### src/design/lwsa_pkg.sv
// shared constants and types for the lattice walk checker
package lwsa_pkg;

	localparam int MAX_STEPS_DEF  = 64;
	localparam int COORD_BITS_DEF = 8;

	localparam int CFG_W      = 8;
	localparam int CFG_IDX_W  = 3;
	localparam int DIR_W      = 3;
	localparam int STATUS_W   = 3;
	localparam int COUNT_W    = 7;

	// register indexes
	localparam logic [CFG_IDX_W-1:0] CFG_SIZE     = 3'd0;
	localparam logic [CFG_IDX_W-1:0] CFG_START_X  = 3'd1;
	localparam logic [CFG_IDX_W-1:0] CFG_START_Y  = 3'd2;
	localparam logic [CFG_IDX_W-1:0] CFG_START_Z  = 3'd3;
	localparam logic [CFG_IDX_W-1:0] CFG_FINISH_X = 3'd4;
	localparam logic [CFG_IDX_W-1:0] CFG_FINISH_Y = 3'd5;
	localparam logic [CFG_IDX_W-1:0] CFG_FINISH_Z = 3'd6;

	localparam logic [CFG_W-1:0] SIZE_RST  = 8'd10;
	localparam logic [CFG_W-1:0] COORD_RST = 8'd4;

	// step codes
	localparam logic [DIR_W-1:0] DIR_XP = 3'd1;
	localparam logic [DIR_W-1:0] DIR_YP = 3'd2;
	localparam logic [DIR_W-1:0] DIR_ZP = 3'd3;
	localparam logic [DIR_W-1:0] DIR_XN = 3'd4;
	localparam logic [DIR_W-1:0] DIR_YN = 3'd5;
	localparam logic [DIR_W-1:0] DIR_ZN = 3'd6;

	// verdicts
	localparam logic [STATUS_W-1:0] ST_OK   = 3'd0;
	localparam logic [STATUS_W-1:0] ST_SELF = 3'd1;
	localparam logic [STATUS_W-1:0] ST_END  = 3'd2;
	localparam logic [STATUS_W-1:0] ST_BAD  = 3'd3;
	localparam logic [STATUS_W-1:0] ST_LONG = 3'd4;

	// status of the serial modulo unit
	typedef struct packed {
		logic             busy;
		logic             done;
		logic [CFG_W-1:0] rem;
	} mod_stat_t;

endpackage

### src/design/lwsa_cell.sv
// one storage cell of the visited-site chain with its own match compare
module lwsa_cell #(
	parameter int SITE_W = 24,
	parameter int FILL_W = 7,
	parameter int IDX    = 0
) (
	input  logic              clk,
	input  logic              shift,
	input  logic [SITE_W-1:0] d_in,
	input  logic [SITE_W-1:0] probe,
	input  logic [FILL_W-1:0] fill,
	output logic [SITE_W-1:0] d_out,
	output logic              match
);

	logic [SITE_W-1:0] site_q;

	always_ff @(posedge clk) begin
		if (shift) begin
			site_q <= d_in;
		end
	end

	assign d_out = site_q;
	assign match = (FILL_W'(IDX) < fill) && (site_q == probe);

endmodule

### src/design/lwsa_mod_unit.sv
// bit-serial remainder of a coordinate by the lattice size
module lwsa_mod_unit #(
	parameter int COORD_BITS = lwsa_pkg::COORD_BITS_DEF
) (
	input  logic                        clk,
	input  logic                        arst_n,
	input  logic                        start,
	input  logic [COORD_BITS-1:0]       dividend,
	input  logic [lwsa_pkg::CFG_W-1:0]  divisor,
	output lwsa_pkg::mod_stat_t         stat
);

	localparam int W     = lwsa_pkg::CFG_W;
	localparam int CNT_W = $clog2(COORD_BITS);

	logic             busy_q;
	logic             done_q;
	logic [CNT_W-1:0] cnt_q;
	logic [W-1:0]     r_q;
	logic [W-1:0]     d_q;
	logic [COORD_BITS-1:0] sh_q;
	logic [W:0]       trial;

	assign trial = {r_q, sh_q[COORD_BITS-1]};

	always_ff @(posedge clk or negedge arst_n) begin
		if (!arst_n) begin
			busy_q <= 1'b0;
			done_q <= 1'b0;
			cnt_q  <= '0;
		end else begin
			done_q <= 1'b0;
			if (start && !busy_q) begin
				busy_q <= 1'b1;
				cnt_q  <= '0;
			end else if (busy_q) begin
				cnt_q <= cnt_q + CNT_W'(1);
				if (cnt_q == CNT_W'(COORD_BITS - 1)) begin
					busy_q <= 1'b0;
					done_q <= 1'b1;
				end
			end
		end
	end

	always_ff @(posedge clk) begin
		if (start && !busy_q) begin
			r_q  <= '0;
			sh_q <= dividend;
			d_q  <= divisor;
		end else if (busy_q) begin
			sh_q <= sh_q << 1;
			if (trial >= {1'b0, d_q}) begin
				r_q <= W'(trial - {1'b0, d_q});
			end else begin
				r_q <= trial[W-1:0];
			end
		end
	end

	assign stat.busy = busy_q;
	assign stat.done = done_q;
	assign stat.rem  = r_q;

endmodule

### src/design/lattice_walk_self_avoid_check.sv
// top level of the self-avoiding walk checker on a periodic cubic lattice
//
// input channel: in_valid/in_ready with direction and last_step, one step per transfer.
// the first transfer after a verdict opens a new walk at the configured start site.
// output channel: out_valid/out_ready with status and step_count, one transfer per walk,
// presented the cycle after the transfer that carries last_step.
// throughput: one step per cycle while in_ready is high; every site visited after the
// start sits in a chain of MAX_STEPS cells that all compare against the next site in the
// same cycle. a step along an axis whose coordinate is at or above lattice_size (start
// off the lattice, or size changed) first runs the serial modulo unit with in_ready low,
// then the step goes through.
// a held verdict does not block steps of the next walk; only its last step waits
// for the output register to empty.
// the user writes configuration (cfg_we/cfg_index/cfg_data) only while idle; unchecked.
// reset: registers take their reset values, no walk is open, output is empty.
module lattice_walk_self_avoid_check #(
	parameter int MAX_STEPS  = lwsa_pkg::MAX_STEPS_DEF,
	parameter int COORD_BITS = lwsa_pkg::COORD_BITS_DEF
) (
	input  logic                           clk,
	input  logic                           arst_n,
	input  logic                           cfg_we,
	input  logic [lwsa_pkg::CFG_IDX_W-1:0] cfg_index,
	input  logic [lwsa_pkg::CFG_W-1:0]     cfg_data,
	input  logic                           in_valid,
	output logic                           in_ready,
	input  logic [lwsa_pkg::DIR_W-1:0]     direction,
	input  logic                           last_step,
	output logic                           out_valid,
	input  logic                           out_ready,
	output logic [lwsa_pkg::STATUS_W-1:0]  status,
	output logic [lwsa_pkg::COUNT_W-1:0]   step_count
);

	localparam int CB     = COORD_BITS;
	localparam int SITE_W = 3 * CB;
	localparam int AW     = ((CB > lwsa_pkg::CFG_W) ? CB : lwsa_pkg::CFG_W) + 1;
	localparam int FW     = $clog2(MAX_STEPS + 1);
	localparam int SW     = $clog2(MAX_STEPS + 2);
	localparam int CW     = lwsa_pkg::CFG_W;
	localparam int STW    = lwsa_pkg::STATUS_W;

	// configuration registers
	logic [CW-1:0] size_q, sx_q, sy_q, sz_q, fx_q, fy_q, fz_q;

	// walk state
	logic              walk_open_q;
	logic [SITE_W-1:0] cur_q;
	logic [SITE_W-1:0] start_q;
	logic [SW-1:0]     steps_q;
	logic [FW-1:0]     fill_q;
	logic [STW-1:0]    status_q;
	logic              mod_ok_q;
	logic [CW-1:0]     mod_val_q;

	logic                         out_valid_q;
	logic [STW-1:0]               out_status_q;
	logic [lwsa_pkg::COUNT_W-1:0] out_count_q;

	logic [SITE_W-1:0] start_cfg, finish_cfg, cur, entry0, next_site, cur_new;
	logic [CB-1:0]     c, nxt_c;
	logic [AW-1:0]     c_ext, cx, n_eff, nxt_w;
	logic [1:0]        axis;
	logic              up, dir_ok;
	logic [SW-1:0]     steps_old, steps_new;
	logic [FW-1:0]     fill_old;
	logic [STW-1:0]    status_old, st_new, st_final;
	logic              live, too_long, need_mod, hit, exc, appended, acc, mod_start;
	logic [MAX_STEPS-1:0] match_w;
	logic [SITE_W-1:0] chain_in  [MAX_STEPS];
	logic [SITE_W-1:0] chain_out [MAX_STEPS];
	lwsa_pkg::mod_stat_t mod_stat;

	always_ff @(posedge clk or negedge arst_n) begin
		if (!arst_n) begin
			size_q <= lwsa_pkg::SIZE_RST;
			sx_q   <= lwsa_pkg::COORD_RST;
			sy_q   <= lwsa_pkg::COORD_RST;
			sz_q   <= lwsa_pkg::COORD_RST;
			fx_q   <= lwsa_pkg::COORD_RST;
			fy_q   <= lwsa_pkg::COORD_RST;
			fz_q   <= lwsa_pkg::COORD_RST;
		end else if (cfg_we) begin
			case (cfg_index)
				lwsa_pkg::CFG_SIZE:     size_q <= cfg_data;
				lwsa_pkg::CFG_START_X:  sx_q   <= cfg_data;
				lwsa_pkg::CFG_START_Y:  sy_q   <= cfg_data;
				lwsa_pkg::CFG_START_Z:  sz_q   <= cfg_data;
				lwsa_pkg::CFG_FINISH_X: fx_q   <= cfg_data;
				lwsa_pkg::CFG_FINISH_Y: fy_q   <= cfg_data;
				lwsa_pkg::CFG_FINISH_Z: fz_q   <= cfg_data;
				default: ;
			endcase
		end
	end

	assign start_cfg  = {CB'(sz_q), CB'(sy_q), CB'(sx_q)};
	assign finish_cfg = {CB'(fz_q), CB'(fy_q), CB'(fx_q)};
	assign n_eff      = (size_q == '0) ? AW'(1) : AW'(size_q);

	assign cur        = walk_open_q ? cur_q : start_cfg;
	assign entry0     = walk_open_q ? start_q : start_cfg;
	assign steps_old  = walk_open_q ? steps_q : '0;
	assign fill_old   = walk_open_q ? fill_q : '0;
	assign status_old = walk_open_q ? status_q : lwsa_pkg::ST_OK;

	always_comb begin
		axis   = 2'd0;
		up     = 1'b1;
		dir_ok = 1'b1;
		case (direction)
			lwsa_pkg::DIR_XP: begin axis = 2'd0; up = 1'b1; end
			lwsa_pkg::DIR_YP: begin axis = 2'd1; up = 1'b1; end
			lwsa_pkg::DIR_ZP: begin axis = 2'd2; up = 1'b1; end
			lwsa_pkg::DIR_XN: begin axis = 2'd0; up = 1'b0; end
			lwsa_pkg::DIR_YN: begin axis = 2'd1; up = 1'b0; end
			lwsa_pkg::DIR_ZN: begin axis = 2'd2; up = 1'b0; end
			default: dir_ok = 1'b0;
		endcase
	end

	always_comb begin
		case (axis)
			2'd1:    c = cur[2*CB-1:CB];
			2'd2:    c = cur[3*CB-1:2*CB];
			default: c = cur[CB-1:0];
		endcase
	end

	assign c_ext = AW'(c);
	assign cx    = mod_ok_q ? AW'(mod_val_q) : c_ext;

	always_comb begin
		if (up) begin
			nxt_w = ((cx + AW'(1)) == n_eff) ? '0 : cx + AW'(1);
		end else begin
			nxt_w = (cx == '0) ? n_eff - AW'(1) : cx - AW'(1);
		end
	end

	assign nxt_c = CB'(nxt_w);

	always_comb begin
		next_site = cur;
		case (axis)
			2'd1:    next_site[2*CB-1:CB]   = nxt_c;
			2'd2:    next_site[3*CB-1:2*CB] = nxt_c;
			default: next_site[CB-1:0]      = nxt_c;
		endcase
	end

	assign steps_new = steps_old + SW'(steps_old <= SW'(MAX_STEPS));
	assign too_long  = steps_new > SW'(MAX_STEPS);
	assign live      = (status_old == lwsa_pkg::ST_OK);
	assign need_mod  = live && dir_ok && !too_long && (c_ext >= n_eff) && !mod_ok_q;

	assign in_ready  = !need_mod && (!out_valid_q || out_ready || !last_step);
	assign acc       = in_valid && in_ready;
	assign mod_start = in_valid && need_mod && !mod_stat.busy && !mod_stat.done;

	lwsa_mod_unit #(
		.COORD_BITS(CB)
	) u_mod (
		.clk      (clk),
		.arst_n   (arst_n),
		.start    (mod_start),
		.dividend (c),
		.divisor  (CW'(n_eff)),
		.stat     (mod_stat)
	);

	// site chain
	genvar gi;
	generate
		for (gi = 0; gi < MAX_STEPS; gi++) begin : g_cell
			if (gi == 0) begin : g_head
				assign chain_in[gi] = next_site;
			end else begin : g_link
				assign chain_in[gi] = chain_out[gi-1];
			end
			lwsa_cell #(
				.SITE_W (SITE_W),
				.FILL_W (FW),
				.IDX    (gi)
			) u_cell (
				.clk   (clk),
				.shift (acc && appended),
				.d_in  (chain_in[gi]),
				.probe (next_site),
				.fill  (fill_old),
				.d_out (chain_out[gi]),
				.match (match_w[gi])
			);
		end
	endgenerate

	assign hit = (next_site == entry0) || (|match_w);
	assign exc = last_step && (start_cfg == finish_cfg);

	always_comb begin
		appended = 1'b0;
		if (!live) begin
			st_new = status_old;
		end else if (!dir_ok) begin
			st_new = lwsa_pkg::ST_BAD;
		end else if (too_long) begin
			st_new = lwsa_pkg::ST_LONG;
		end else if (hit && !exc) begin
			st_new = lwsa_pkg::ST_SELF;
		end else begin
			st_new   = lwsa_pkg::ST_OK;
			appended = 1'b1;
		end
	end

	assign cur_new  = appended ? next_site : cur;
	assign st_final = ((st_new == lwsa_pkg::ST_OK) && (cur_new != finish_cfg)) ?
		lwsa_pkg::ST_END : st_new;

	always_ff @(posedge clk or negedge arst_n) begin
		if (!arst_n) begin
			walk_open_q <= 1'b0;
			steps_q     <= '0;
			fill_q      <= '0;
			status_q    <= lwsa_pkg::ST_OK;
			mod_ok_q    <= 1'b0;
			out_valid_q <= 1'b0;
		end else begin
			if (mod_stat.done) begin
				mod_ok_q <= 1'b1;
			end
			if (acc) begin
				walk_open_q <= !last_step;
				steps_q     <= steps_new;
				fill_q      <= fill_old + FW'(appended);
				status_q    <= st_new;
				mod_ok_q    <= 1'b0;
			end
			if (acc && last_step) begin
				out_valid_q <= 1'b1;
			end else if (out_ready) begin
				out_valid_q <= 1'b0;
			end
		end
	end

	always_ff @(posedge clk) begin
		if (mod_stat.done) begin
			mod_val_q <= mod_stat.rem;
		end
		if (acc) begin
			cur_q   <= cur_new;
			start_q <= entry0;
		end
		if (acc && last_step) begin
			out_status_q <= st_final;
			out_count_q  <= too_long ? lwsa_pkg::COUNT_W'(MAX_STEPS) :
				lwsa_pkg::COUNT_W'(steps_new);
		end
	end

	assign out_valid  = out_valid_q;
	assign status     = out_status_q;
	assign step_count = out_count_q;

endmodule

### config.mk
export PLATFORM = sky130hd
export DESIGN_NAME = lattice_walk_self_avoid_check
export DESIGN_NICKNAME = d
export VERILOG_FILES = /design/src/design/lwsa_pkg.sv /design/src/design/lwsa_cell.sv /design/src/design/lwsa_mod_unit.sv /design/src/design/lattice_walk_self_avoid_check.sv
export SDC_FILE = /design/constraint.sdc
export NUM_CORES = 2
export LEC_CHECK = 0
export BUFFER_PORTS_ARGS = -buffer_cell sky130_fd_sc_hd__buf_2
export CAP_MARGIN = 20
export CORE_UTILIZATION = 60
export CTS_BUF_LIST = sky130_fd_sc_hd__clkbuf_2
export CTS_CLUSTER_SIZE = 30
export DETAILED_ROUTE_END_ITERATION = 7
export PLACE_DENSITY = 0.73
export SKIP_CTS_REPAIR_TIMING = 1
export SYNTH_ARGS = -nofsm -noshare
export SYNTH_HDL_FRONTEND = slang
export SYNTH_HIERARCHICAL = 1
export SYNTH_SLANG_ARGS = --single-unit
### constraint.sdc
create_clock -name clk -period 85.1 [get_ports clk]
set_input_delay 4.255 -clock clk [delete_from_list [all_inputs] [get_ports clk]]
set_output_delay 4.255 -clock clk [all_outputs]
set_load 0.05 [all_outputs]
==> results.txt <==
----------------------------------------------------
[Critical path]
  Dominant cell type by count on the critical path ... buf_4
  Endpoint type of the worst setup path ... flip-flop
  Critical-path cell with the highest stage delay ... buf_4
  Cell family with most CP delay ... buffers and inverters
  Largest fanout on the critical path ... 82
  Source of the worst register-to-register timing path ... walk_open_q
  Worst Path Class, Setup ... in -> reg
  CP required ... between 80 and 90 ns
  Largest stage delay, worst path ... 0.90 ns
  Launching element type of the critical path ... primary input
  Worst R2R End ... g_cell[0].u_cell/d_out[13]
  Arr. time, crit path ... 18.01 ns
  Count of buffering cells on the critical path with inverters included ... 12
  Worst reg2reg path depth ... 33
  Flop2flop setup slack ... 70.90 ns

[Min path]
  Hold crit path type ... reg -> reg
  Hold worst-path end ... g_cell[13].u_cell/d_out[15]
  Hold path start ... g_cell[12].u_cell/d_out[15]
  Hold Path Stages ... 0

[Clock tree]
  Clock sink total ... roughly 1700
  CTS clk-pin slew, worst paths ... 0.11 ns
  Clock tree from TritonCTS ... yes
  Clock Latency Late Sink ... roughly 1.9 ns
  Total clock buffers created by CTS ... 438
  CTS HTree Levels ... 5
  Maximum clock insertion buffer count ... 4
  CTS root buf ... clkbuf_2

[Routing]
  Mean number of vias per cell ... a little over 6
  Routed Wire Length ... around 210000 um
  Average wire per cell in the routed design ... 28.07 um
  DRT iter0 DRCs ... approximately 5300
  First-pass iteration count of the detailed router ... 8
  Number of antenna-violating nets in the routed design ... 0
  DRC ... 0
  Total via count in the routed design ... 46270

[Floorplanning]
  Number of placed I/O pins ... 32
  Vert. Die Dim ... 360.7 um
  Die outline width ... 360.7 um
  Die Area ... 0.1301 mm2
  Core area ... 0.1277 mm2
  Placement row count ... 131
  Starting Density ... 0.6047

[Pwr]
  Power share of the clock group ... 0.145
  P per Cell Area ... 45.03 mW/mm2
  Fraction of power spent switching nets ... 0.4363
  Peak ir drop on the vdd network ... 55.65 uV
  Post-layout total power ... 3786 uW
  Net switching power of the design ... 1652 uW
  Share of power burned in combinational logic ... 0.429
  Part of the power in registers ... 0.425
  Leakage power ... 0.02743 uW
  Internal ... 2134 uW

[Job]
  Number of max-capacitance violations reported ... 0

[Global routing]
  Tot GR Track Use ... 0.3221
  Grt ovf ... 0
  Pin count of the biggest net entering global routing ... 206
  Number of global-route vias before repair ... 46320
  First-pass GRT wire length ... 307100 um
  Initial antenna violation count ... 5

[Placed design]
  Worst setup slack after placement ... 66.78 ns
  Final Wtd Congestion ... 0.9368
  HPWL after detailed placement ... 133600 um
  Buffers on Ports ... 31

[Yosys]
  Synth area leader ... edfxtp_1
  Flop and latch count out of synthesis ... 1707
  Synth async-reset ratio ... 0.04745
  Library cells used by synthesis ... 107
  Most used standard cell by instance count after synthesis ... edfxtp_1
  Yosys warning count ... 6
  Count of flip-flops with a built-in enable after synthesis ... approximately 1600
  Commonest register cell after synthesis ... edfxtp_1
  Area contributors post-synth ... edfxtp_1 (63%), xor2_1 (11%), xnor2_1 (7.5%)
  Cell count after synthesis ... 4985
  Area share of the largest cell type after synthesis ... 0.6293
  Post-Synthesis Cell Area ... 0.07721 mm2
  Sequential cell area fraction in the yosys report ... 0.6578
  Mapped Avg Cell Area ... about 15 um2
  Mapped Nets ... 5032
  Top cell types by occurrence after synthesis ... edfxtp_1 (1618), xor2_1 (941), xnor2_1 (659)

[Cells and area]
  Layout overhead on the synthesized area ... 8.894%
  Max reg flops ... 1536
  Layout net count ... around 5500
  Fraction of layout cells with a size suffix above 1 ... 0.2083

[Timing]
  Post-Route Setup TNS ... 0 ns
  Worst Tran Pin Value ... 1.190 ns
  RSZ-0062 raised after global routing ... no
  Maximum clock rate ... 0.06003 GHz
  Worst max-slew margin expressed relative to the limit ... 0.2064
  Min setup slack post-route ... 68.44 ns
  Final Max Slew Viols ... 0
  Setup clock skew after layout ... around 0.17 ns
  Setup violators final ... 0
  Final hold vios ... 0
  Final Cycle Share ... 0.1957
  Min Clock Period, post-route ... 16.66 ns

[Run status]
  Outcome ... complete, no violations

----------------------------------------------------
[layout make-up]
cell class	count	area, um2
diodes	6	15.01
inverters	74	285.3
clock buffers	638	3193
flip-flops and latches	1707	50790
clock inverters	114	574.3
fillers	9212	43610
well taps	1662	2079
repair buffers	135	1036
multi-input cells	3137	26100
[metal layers]
layer,vias up,track usage,wire length [um]
met5,-,0,13
met4,2,0.1188,6578
met3,439,0.06324,18550
met2,2402,0.5100,99540
met1,23260,0.4445,85100
li1,20170,-,-
[metrics by stage]
| stage | hold WS, ns | cells | cell area, um2 | utilization |
|---|---|---|---|---|
| 2_1_floorplan | 0.4371 | 4985 | 77210 | - |
| 3_3_place_gp | 0.4495 | 6710 | 80240 | 0.6284 |
| 3_5_place_dp | 0.4538 | 6713 | 80260 | 0.6286 |
| 4_1_cts | 0.3959 | 7465 | 84030 | 0.6581 |
| 5_1_grt | 0.3853 | 7473 | 84070 | 0.6585 |
| 6_report | 0.3832 | 7473 | 84070 | 0.6585 |
[power groups by stage]
stage	Combinational, uW	Clock [uW]	Sequential (uW)
after global routing	1710	598	1640
final	1630	550	1610
after CTS	1610	559	1610
after global placement	1580	0	1620
after floorplan	1150	0	2440
after detailed placement	1600	0	1630
[cell usage in the layout, fill, tap and decap left out, types with 72 or more instances in the layout]
cell type and instances:
edfxtp_1 1618, xor2_1 941, xnor2_1 659, clkbuf_2 639, nor4_2 229, nand4_1 222
nor2_1 110, nor4_1 102, clkinv_1 98, mux2_2 96, nand2_1 95, buf_4 93
dfrtp_1 72
[how the worst max path moves through the flow]
stage / slack [ns] / end / start / cells after the start
floorplan: 4.20 / g_cell[0].u_cell/d_out[0] / direction[2] / 32
global placement: 66.66 / g_cell[0].u_cell/d_out[10] / direction[2] / 38
detailed placement: 66.78 / g_cell[0].u_cell/d_out[10] / direction[2] / 38
CTS: 68.67 / g_cell[4].u_cell/d_out[15] / direction[2] / 38
global route: 67.72 / g_cell[1].u_cell/d_out[10] / direction[2] / 38
finish: 68.44 / g_cell[0].u_cell/d_out[13] / direction[2] / 38
[cell families after synthesis]
| kind of cell | after synthesis | share of synthesized area |
|---|---|---|
| DFF | 1707 | 0.6578 |
| xor gates and xnor gates | 1602 | 0.1820 |
| and+or+nand+nor | 970 | 0.08980 |
| buffers and inverters | 141 | 0.007973 |
| muxes | 127 | 0.01817 |
| adders and majority gates | 27 | 0.004473 |
| AOI/OAI and AO/OA | 411 | 0.03983 |
Note: power is estimated with default switching activity, not from simulation.
